### src/sv/cbfp_pkg.sv
// Package with shared types and frame layout constants for the camera block frame parser.
`default_nettype none

package cbfp_pkg;

  localparam int unsigned PosW = 5;

  localparam logic [7:0] SyncFirst  = 8'haf;
  localparam logic [7:0] SyncSecond = 8'hc1;

  localparam logic [PosW-1:0] PosHunt     = 5'd0;
  localparam logic [PosW-1:0] PosSync2    = 5'd1;
  localparam logic [PosW-1:0] PosType     = 5'd2;
  localparam logic [PosW-1:0] PosCsumLow  = 5'd4;
  localparam logic [PosW-1:0] PosCsumHigh = 5'd5;
  localparam logic [PosW-1:0] PosPayload  = 5'd6;
  localparam logic [PosW-1:0] PosXLow     = 5'd8;
  localparam logic [PosW-1:0] PosXHigh    = 5'd9;
  localparam logic [PosW-1:0] PosYLow     = 5'd10;
  localparam logic [PosW-1:0] PosYHigh    = 5'd11;

  localparam logic [15:0] ErrorWord = 16'h0101;

  typedef struct packed {
    logic [7:0] rx_byte;
    logic       transfer_start;
  } rx_item_t;

  typedef struct packed {
    logic        checksum_ok;
    logic [15:0] target_x;
    logic [15:0] target_y;
    logic        no_target;
  } result_t;

endpackage

`default_nettype wire

### src/sv/cbfp_if.sv
// Valid/ready channel interfaces for received bytes and frame results.
`default_nettype none

interface cbfp_rx_if;
  logic       valid;
  logic       ready;
  logic [7:0] rx_byte;
  logic       transfer_start;

  modport source(output valid, output rx_byte, output transfer_start, input ready);
  modport sink(input valid, input rx_byte, input transfer_start, output ready);
endinterface

interface cbfp_res_if;
  logic        valid;
  logic        ready;
  logic        checksum_ok;
  logic [15:0] target_x;
  logic [15:0] target_y;
  logic        no_target;

  modport source(output valid, output checksum_ok, output target_x, output target_y,
                 output no_target, input ready);
  modport sink(input valid, input checksum_ok, input target_x, input target_y,
               input no_target, output ready);
endinterface

`default_nettype wire

### src/sv/cbfp_core.sv
// Frame parser state and per-byte update logic.
`default_nettype none

module cbfp_core #(
  parameter int unsigned FRAME_BYTES = 20
) (
  input  wire                clk_i,
  input  wire                rst_ni,
  input  wire                step_i,
  input  cbfp_pkg::rx_item_t item_i,
  output logic               res_valid_o,
  output cbfp_pkg::result_t  res_o
);

  localparam logic [cbfp_pkg::PosW-1:0] LastPos = cbfp_pkg::PosW'(FRAME_BYTES - 1);

  logic [cbfp_pkg::PosW-1:0] pos_q, pos_d;
  logic                      done_q, done_d;
  logic [15:0]               sum_q, sum_d;
  logic [15:0]               csum_q, csum_d;
  logic [15:0]               pend_x_q, pend_x_d;
  logic [15:0]               pend_y_q, pend_y_d;
  logic [15:0]               kept_x_q, kept_x_d;
  logic [15:0]               kept_y_q, kept_y_d;

  logic [cbfp_pkg::PosW-1:0] pos;
  logic                      done;
  logic [7:0]                b;
  logic                      ok;

  always_comb begin
    b        = item_i.rx_byte;
    pos      = item_i.transfer_start ? cbfp_pkg::PosHunt : pos_q;
    done     = item_i.transfer_start ? 1'b0 : done_q;
    pos_d    = pos;
    done_d   = done;
    sum_d    = sum_q;
    csum_d   = csum_q;
    pend_x_d = pend_x_q;
    pend_y_d = pend_y_q;
    kept_x_d = kept_x_q;
    kept_y_d = kept_y_q;
    ok       = 1'b0;
    res_valid_o = 1'b0;

    if (!done) begin
      if (pos == cbfp_pkg::PosHunt) begin
        if (b == cbfp_pkg::SyncFirst) begin
          pos_d = cbfp_pkg::PosSync2;
        end
      end else if (pos == cbfp_pkg::PosSync2) begin
        if (b == cbfp_pkg::SyncSecond) begin
          pos_d = cbfp_pkg::PosType;
          sum_d = '0;
        end else if (b == cbfp_pkg::SyncFirst) begin
          pos_d = cbfp_pkg::PosSync2;
        end else begin
          pos_d = cbfp_pkg::PosHunt;
        end
      end else begin
        if (pos == cbfp_pkg::PosCsumLow) begin
          csum_d = {csum_q[15:8], b};
        end else if (pos == cbfp_pkg::PosCsumHigh) begin
          csum_d = {b, csum_q[7:0]};
        end
        if (pos >= cbfp_pkg::PosPayload) begin
          sum_d = sum_q + {8'h00, b};
          if (pos == cbfp_pkg::PosXLow) begin
            pend_x_d = {pend_x_q[15:8], b};
          end else if (pos == cbfp_pkg::PosXHigh) begin
            pend_x_d = {b, pend_x_q[7:0]};
          end else if (pos == cbfp_pkg::PosYLow) begin
            pend_y_d = {pend_y_q[15:8], b};
          end else if (pos == cbfp_pkg::PosYHigh) begin
            pend_y_d = {b, pend_y_q[7:0]};
          end
        end
        if (pos < LastPos) begin
          pos_d = pos + 1'b1;
        end else begin
          ok = (sum_d == csum_d);
          if (ok) begin
            kept_x_d = pend_x_d;
            kept_y_d = pend_y_d;
          end
          done_d      = 1'b1;
          pos_d       = cbfp_pkg::PosHunt;
          res_valid_o = 1'b1;
        end
      end
    end

    res_o.checksum_ok = ok;
    res_o.target_x    = kept_x_d;
    res_o.target_y    = kept_y_d;
    res_o.no_target   = (kept_x_d == cbfp_pkg::ErrorWord) && (kept_y_d == cbfp_pkg::ErrorWord);
  end

  always_ff @(posedge clk_i or negedge rst_ni) begin
    if (!rst_ni) begin
      pos_q    <= cbfp_pkg::PosHunt;
      done_q   <= 1'b0;
      sum_q    <= '0;
      csum_q   <= '0;
      pend_x_q <= '0;
      pend_y_q <= '0;
      kept_x_q <= '0;
      kept_y_q <= '0;
    end else if (step_i) begin
      pos_q    <= pos_d;
      done_q   <= done_d;
      sum_q    <= sum_d;
      csum_q   <= csum_d;
      pend_x_q <= pend_x_d;
      pend_y_q <= pend_y_d;
      kept_x_q <= kept_x_d;
      kept_y_q <= kept_y_d;
    end
  end

  // Once a frame has ended, the position counter is parked at the hunt value.
  a_done_parked: assert property (@(posedge clk_i) disable iff (!rst_ni)
    done_q |-> pos_q == cbfp_pkg::PosHunt)
    else $error("frame done with nonzero position");

  a_pos_range: assert property (@(posedge clk_i) disable iff (!rst_ni)
    pos_q <= LastPos)
    else $error("frame position beyond frame length");

  // A transfer start restarts the hunt, so at most the first sync byte is seen.
  a_start_restarts: assert property (@(posedge clk_i) disable iff (!rst_ni)
    step_i && item_i.transfer_start |=> pos_q <= cbfp_pkg::PosSync2 && !done_q)
    else $error("transfer start did not restart the sync hunt");

endmodule

`default_nettype wire

### src/sv/camera_block_frame_parser.sv
// Top level of the camera block frame parser: input register, parser, result register.
// Bytes pass the input register, then the result register. Throughput: one byte per cycle
// while the output is not stalled; the per-byte parser state update is the only loop.
// A result that waits on a stalled output holds one further byte in the input register.
// Reset (asynchronous, active low) clears all parser state to zero, hunting for sync,
// and empties both the input and the result register.
`default_nettype none

module camera_block_frame_parser #(
  parameter int unsigned FRAME_BYTES = 20
) (
  input  wire        clk_i,
  input  wire        rst_ni,
  cbfp_rx_if.sink    rx_i,
  cbfp_res_if.source res_o
);

  logic                in_valid_q;
  cbfp_pkg::rx_item_t  in_item_q;
  logic                out_valid_q;
  cbfp_pkg::result_t   out_res_q;
  logic                step;
  logic                core_valid;
  cbfp_pkg::result_t   core_res;

  // The parse stage advances whenever it holds a byte and the result register is free or being drained.
  assign step       = in_valid_q && (!out_valid_q || res_o.ready);
  assign rx_i.ready = !in_valid_q || step;

  always_ff @(posedge clk_i or negedge rst_ni) begin
    if (!rst_ni) begin
      in_valid_q <= 1'b0;
    end else if (rx_i.ready) begin
      in_valid_q <= rx_i.valid;
    end
  end

  always_ff @(posedge clk_i) begin
    if (rx_i.ready && rx_i.valid) begin
      in_item_q.rx_byte        <= rx_i.rx_byte;
      in_item_q.transfer_start <= rx_i.transfer_start;
    end
  end

  cbfp_core #(
    .FRAME_BYTES(FRAME_BYTES)
  ) u_core (
    .clk_i      (clk_i),
    .rst_ni     (rst_ni),
    .step_i     (step),
    .item_i     (in_item_q),
    .res_valid_o(core_valid),
    .res_o      (core_res)
  );

  always_ff @(posedge clk_i or negedge rst_ni) begin
    if (!rst_ni) begin
      out_valid_q <= 1'b0;
    end else if (step) begin
      out_valid_q <= core_valid;
    end else if (res_o.ready) begin
      out_valid_q <= 1'b0;
    end
  end

  always_ff @(posedge clk_i) begin
    if (step && core_valid) begin
      out_res_q <= core_res;
    end
  end

  assign res_o.valid       = out_valid_q;
  assign res_o.checksum_ok = out_res_q.checksum_ok;
  assign res_o.target_x    = out_res_q.target_x;
  assign res_o.target_y    = out_res_q.target_y;
  assign res_o.no_target   = out_res_q.no_target;

  a_no_target_pattern: assert property (@(posedge clk_i) disable iff (!rst_ni)
    out_valid_q && out_res_q.no_target |->
      out_res_q.target_x == cbfp_pkg::ErrorWord && out_res_q.target_y == cbfp_pkg::ErrorWord)
    else $error("no-target flag without error pattern");

  // A full input register behind a stalled result must not take another byte.
  a_stall_blocks_input: assert property (@(posedge clk_i) disable iff (!rst_ni)
    in_valid_q && out_valid_q && !res_o.ready |-> !rx_i.ready)
    else $error("input accepted while parse stage is blocked");

  a_result_from_step: assert property (@(posedge clk_i) disable iff (!rst_ni)
    out_valid_q && !$past(out_valid_q) |-> $past(step))
    else $error("result appeared without a parse step");

endmodule

`default_nettype wire
### src/flat_wrapper.sv
// flat-port wrapper written by rule: the top's interface ports become plain ports
module camera_block_frame_parser_flat 
#(
  parameter int unsigned FRAME_BYTES = 20
)
  (clk_i, rst_ni, rx_i_valid, rx_i_rx_byte, rx_i_transfer_start, rx_i_ready, res_o_valid, res_o_checksum_ok, res_o_target_x, res_o_target_y, res_o_no_target, res_o_ready);
  cbfp_rx_if rx_i_i ();
  cbfp_res_if res_o_i ();
  input  wire clk_i;
  input  wire rst_ni;
  input wire logic [$bits(rx_i_i.valid)-1:0] rx_i_valid;
  input wire logic [$bits(rx_i_i.rx_byte)-1:0] rx_i_rx_byte;
  input wire logic [$bits(rx_i_i.transfer_start)-1:0] rx_i_transfer_start;
  output wire logic [$bits(rx_i_i.ready)-1:0] rx_i_ready;
  output wire logic [$bits(res_o_i.valid)-1:0] res_o_valid;
  output wire logic [$bits(res_o_i.checksum_ok)-1:0] res_o_checksum_ok;
  output wire logic [$bits(res_o_i.target_x)-1:0] res_o_target_x;
  output wire logic [$bits(res_o_i.target_y)-1:0] res_o_target_y;
  output wire logic [$bits(res_o_i.no_target)-1:0] res_o_no_target;
  input wire logic [$bits(res_o_i.ready)-1:0] res_o_ready;
  assign rx_i_i.valid = rx_i_valid;
  assign rx_i_i.rx_byte = rx_i_rx_byte;
  assign rx_i_i.transfer_start = rx_i_transfer_start;
  assign rx_i_ready = rx_i_i.ready;
  assign res_o_valid = res_o_i.valid;
  assign res_o_checksum_ok = res_o_i.checksum_ok;
  assign res_o_target_x = res_o_i.target_x;
  assign res_o_target_y = res_o_i.target_y;
  assign res_o_no_target = res_o_i.no_target;
  assign res_o_i.ready = res_o_ready;
  camera_block_frame_parser #(.FRAME_BYTES(FRAME_BYTES)) u_core (.clk_i(clk_i), .rst_ni(rst_ni), .rx_i(rx_i_i), .res_o(res_o_i));
endmodule
### config.mk
export PLATFORM = sky130hd
export DESIGN_NAME = camera_block_frame_parser_flat
export DESIGN_NICKNAME = d
export VERILOG_FILES = /design/src/sv/cbfp_pkg.sv /design/src/sv/cbfp_if.sv /design/src/sv/cbfp_core.sv /design/src/sv/camera_block_frame_parser.sv /design/src/flat_wrapper.sv
export SDC_FILE = /design/constraint.sdc
export NUM_CORES = 1
export LEC_CHECK = 0
export BUFFER_PORTS_ARGS = -buffer_cell sky130_fd_sc_hd__buf_2
export CORE_AREA = 2 2 119 121
export CTS_CLUSTER_DIAMETER = 150
export CTS_CLUSTER_SIZE = 10
export DETAILED_ROUTE_END_ITERATION = 10
export DIE_AREA = 0 0 121 123
export GPL_TIMING_DRIVEN = 0
export PLACE_DENSITY = 0.78
export SLEW_MARGIN = 20
export SYNTH_ARGS = -nofsm -noshare
export SYNTH_HDL_FRONTEND = slang
export SYNTH_SLANG_ARGS = --single-unit
### constraint.sdc
create_clock -name clk_i -period 5.4 [get_ports clk_i]
set_clock_uncertainty 0.1 [all_clocks]
set_input_delay 1.08 -clock clk_i [delete_from_list [all_inputs] [get_ports clk_i]]
set_output_delay 1.08 -clock clk_i [all_outputs]
set_load 0.1 [all_outputs]
# Word level (Yosys, flattened, before mapping)
# Index checks and enable logic that the tools add are counted.
# op_classes
n_addsub	2
multipliers	0
div_mod_pow	0
magnitude_cmp	2
n_eq_ne	13
n_shift	0
mux	45
n_bitwise	3
reduce_logical	13
# op_table
cell	count
two-way mux 16 bit	29
== test 16 x 9 -> 1 bit (second input constant)	2
two-way mux 5 bit	6
== test 5 x 4 -> 1 bit (second input constant)	4
adder 16 x 8 -> 16 bit	1
== test 16 bit	1
== test 8 bit (second input constant)	2
== test 5 x 3 -> 1 bit (second input constant)	2
two-way mux 1 bit	9
AND reduction 4 bit	2
adder 5 x 1 -> 5 bit (second input constant)	1
== test 5 x 1 -> 1 bit (second input constant)	1
greater-or-equal comparator 5 x 3 -> 1 bit (second input constant)	1
logical NOT 5 bit	1
< comparator 5 bit (second input constant)	1
logical AND 1 bit	4
OR reduction 4 bit	1
inverter 1 bit	3
logical NOT 1 bit	2
logical OR 1 bit	2
two-way mux 2 bit	1
inequality test 2 x 1 -> 1 bit (second input constant)	1
nonzero test 2 bit	1
# totals
ff_bits	147
latchBits	0
mem_bits_rw	0
mem_bits_ro	0
input_bits	13
n_memories	0

# Depth between registers and ports, before layout
# logic_depth
word_depth	15
mapped_depth	16
depth_no_buf	11

# Cells and area by module
# A second synthesis with hierarchy kept.
# unflattened
hier_cells	622
hier_area_um2	7607.3
# by_module_without_submodules
module	n_inst	cells_per_inst	area_per_inst_um2	seq_area_each_um2
cbfp_core	1	569	6207.2	2552.4
camera_block_frame_parser	1	53	1400.1	1341.3

# Worst setup path after synthesis
# OpenSTA, ideal clock, no wires.
# synth_path
path_type	reg2reg
from	register u_core.in_item_q[0] (netlist name)
to	register u_core.out_res_q, in the netlist u_core.res_o.target_x[0], data pin
setup_ps	260
t_arrival_ps	3961
t_required_ps	5040
path_slack_ps	1079
path_stages_with_launch	17
n_path_buf	5
cell_sequence	edfxtp_1 buf_2 clkbuf_1 nor2b_1 inv_1 ha_1 buf_2 or3b_1 a211oi_4 nor3_1 or4_4 a211oi_2 nand4_2 or3_1 buf_6 buf_12 mux2_4
# synth_lines
element	line	text
start, declared	camera_block_frame_parser.sv:19	cbfp_pkg::rx_item_t in_item_q;
end signal, assigned	camera_block_frame_parser.sv:68	out_res_q <= core_res;
end, declared	camera_block_frame_parser.sv:21	cbfp_pkg::result_t out_res_q;

# Final worst setup path
# layout_path
from	register u_core.in_item_q[0] (netlist name)
to	register u_core.u_core.kept_x_q[9]
# layout_between
elab_chain_len	13
elab_cells_between_ends	28
classes_between	2 x order compare; 6 x eq/ne; 19 x mux; 1 x reduce/logical
# layout_lines
element	line	text
parallel branches: the longest is 12 deep, another holds greater-or-equal comparator 5 x 3 -> 1 bit	-	
two-way mux 16 bit *	cbfp_core.sv:46	if (!done) begin
end signal, assigned	cbfp_core.sv:116	kept_x_q <= kept_x_d;
end, declared	cbfp_core.sv:23	logic [15:0] kept_x_q, kept_x_d;
# Every way passes the cells marked *. The select of a mux whose other input is x is not followed.
# A chain may end at the register's enable or synchronous reset.

==> qor.csv <==
metric,value,unit
num_vias,5768,
drc,0,
final_antenna_net_count,0,
root_buffer,clkbuf_16,
critical_path_buf_inv_count,4,
reg2reg_depth,14,
tightest_slew,0.850,ns
core_area,0.0136,mm^2
async_flop_share,70.7,%
crit_arrival,5.31,ns
wl_per_cell,21.2,um
cts.path.max_buffers,2,
critPathLaunchType,register,
ios,49,
avgSynthCellArea,12.1,um^2
grt_overflow_total,0,
cts_resized,0,
grt_pass1_wl,31.1,mm
track_usage,27.8,%
worstSetupEndpointType,register,
synth_area_leaders,"dfrtp_1 (32%), edfxtp_1 (16%), mux2_2 (14%)",
gp_routability_congestion,0.886,
cts_setup_buffers,0,
hold_path_depth,2,
firstDrtPassIters,5,
syn2layout_area_growth,14.1,%
finalCritPeriodShare,94.4,%
holdBufCountCts,0,
crit_family,compound AO/OA/AOI/OAI gates,
grt_pass1_vias,5708,
io_buffers,48,
cp.required,5.61,ns
netlist_area,0.00805,mm^2
cp_cell_sequence,"buf_2, clkbuf_1, nor2b_1, inv_1, ha_1, o21ai_1, a21oi_2, o21ai_0, nor4b_1, o31a_1, nor2_1, nor4_4, buf_4, mux2_2",
final_nets,761,
setup_viol,0,
dp_hpwl,13.6,mm
antenna_found_initial,0,
clock_latency,0.43,ns
htreeDepth,4,
peakVddDrop,218,uV
cts_tree,done,
cts.sinks,147,
rsz0062_at_grt,false,
ys.flop_type,dfrtp_1,
drv_cap,0,
leakagePower,4.32,nW
drt_iter0_markers,616,
synth_edf_count,43,
pwr_density_cell,283,mW/mm^2
initial_core_util,59.1,%
ys_types,73,
cp_num_cells,14,
numCtsBuffers,17,
postRouteWirelength,19.6,mm
status,finished clean,
final_core_util,67.5,%
synth-seq-cells,147,
maxClockFrequency,0.196,GHz
synth-seq-area-share,48.4,%
drive_above_1_share,31.7,%
num_antenna_cells,0,
slowest_delay,0.62,ns
synth_top_area_share,32.3,%
synth_nets,692,
holdCritPathClass,register to register,
criticalPathCategory,register to register,
max_slew_margin,43.1,%
drv_slew,0,
clk_pin_slew,0.06,ns
slowest_stage,a21oi_2,
fp-row-count,43,
grt_max_degree,75,
yosysWarnings,0,
die_width,121,um
setup_tns,0,ns
dieArea,0.0149,mm^2
viasPerCell,6.22,
synthCells,666,
min_period,5.10,ns
cp_max_fo,10,
final-hold-violation-count,0,
synth.largest_area_cell,dfrtp_1,
fp.dieH,123,um
cell families (layout without fill, tap and decap cells):
logic type      count (synthesis)  after routing  synth area share [%]
compound gates                103            103                  8.94
xor+xnor                       17             17                  1.85
fa+ha+maj                      13             13                  2.11
buf+inv                        46            128                  3.22
flops                         147            147                  48.4
mux                           155            155                  22.6
simple gates                  185            185                  12.9
cells in the mapped netlist (all sizes together), types with 2 or more instances:
library cell and instances:
o2111ai 3, nand3 16, nor2b 5, xor2 6, ha 12, nand4 9, mux2 132, a31oi 6
edfxtp 43, a21oi 14, o21a 6, or3 4, nor4 13, xnor2 11, or3b 2, clkbuf 18
a211oi 5, o31ai 8, dfrtp 104, and3b 2, nand2b 12, inv 11, a22oi 2, a21o 2
buf 16, nor4b 7, or4 2, o21ai 33, o22ai 2, nand2 37, and2 6, a22o 8
mux2i 23, and3 3, o31a 2, nor3 20, nand3b 3, nor2 37, o211ai 5, nor3b 4
layout make-up:
class	instances	area, um^2
multi-input cells	473	3900
clock inverters	10	121
repair buffers	50	294
well taps	180	225
flip-flops and latches	147	3890
inverters	12	45.0
plain buffers	34	214
clock buffers	22	485
fillers	982	4430
worst paths after layout:
kind                                         start                         to  slack (ns)
max                            u_core.in_item_q[0]  u_core.u_core.kept_x_q[9]        0.30
min                        u_core.u_core.csum_q[9]    u_core.u_core.csum_q[9]        0.40
max reg2reg                    u_core.in_item_q[0]  u_core.u_core.kept_x_q[9]        0.30
min in group asynchronous                   rst_ni     u_core.u_core.sum_q[8]        0.42
max in group asynchronous                   rst_ni  u_core.u_core.kept_x_q[5]        4.10
min reg2reg                u_core.u_core.csum_q[9]    u_core.u_core.csum_q[9]        0.40
cells in the final DEF, fill, tap and decap left out, types with 19 or more instances in the layout:
cell type	Yosys	layout
buf_2	5	52
clkbuf_1	17	19
dfrtp_1	104	104
edfxtp_1	43	43
mux2_2	97	97
mux2_4	28	28
mux2i_1	23	23
nand2_1	36	36
nor2_1	37	36
nor3_1	20	20
o21ai_0	32	32
where the power goes:
group          internal (mW)  total [mW]  switching (mW)
logic                 0.0649       0.206           0.142
clock network          0.735        1.21           0.478
registers               1.16        1.18          0.0210
metal layers:
layer	share of wire, %	track usage [%]	vias up
met5	0	0	-
met4	1.9	9.74	0
met3	4.1	5.03	30
met2	50	46.1	188
met1	44	36.9	2924
li1	-	-	2626
state kept, by name, indices dropped and copies added (netlist names):
register	flops
u_core.res_o.checksum_ok	1
u_core.in_valid_q	1
u_core.res_o.target_y	16
u_core.res_o.target_x	16
u_core.u_core.pos_q	5
u_core.u_core.sum_q	16
u_core.u_core.kept_x_q	16
u_core.in_item_q	9
u_core.u_core.kept_y_q	16
u_core.res_o.valid	1
u_core.u_core.pend_y_q	16
u_core.u_core.csum_q	16
u_core.u_core.done_q	1
u_core.u_core.pend_x_q	16
u_core.res_o.no_target	1
worst register-to-register path, cell delays in order (launching register included):
cell and delay (ns):
edfxtp_1 0.43, buf_2 0.28, clkbuf_1 0.37, nor2b_1 0.19
inv_1 0.12, ha_1 0.25, o21ai_1 0.18, a21oi_2 0.62
o21ai_0 0.49, nor4b_1 0.42, o31a_1 0.20, nor2_1 0.10
nor4_4 0.55, buf_4 0.32, mux2_2 0.37
through the flow:
stage	instances	instance area, um^2	hold slack (ns)	setup WS [ns]	power [mW]
global route	928	9180	0.425	0.0942	2.67
CTS	928	9180	0.396	0.400	2.60
detailed placement	896	8580	0.383	0.485	1.40
floorplan	666	8050	0.344	1.08	1.33
finish	928	9180	0.396	0.302	2.60
global placement	894	8510	0.368	0.576	1.39
Note: power is estimated with default switching activity, not from simulation.
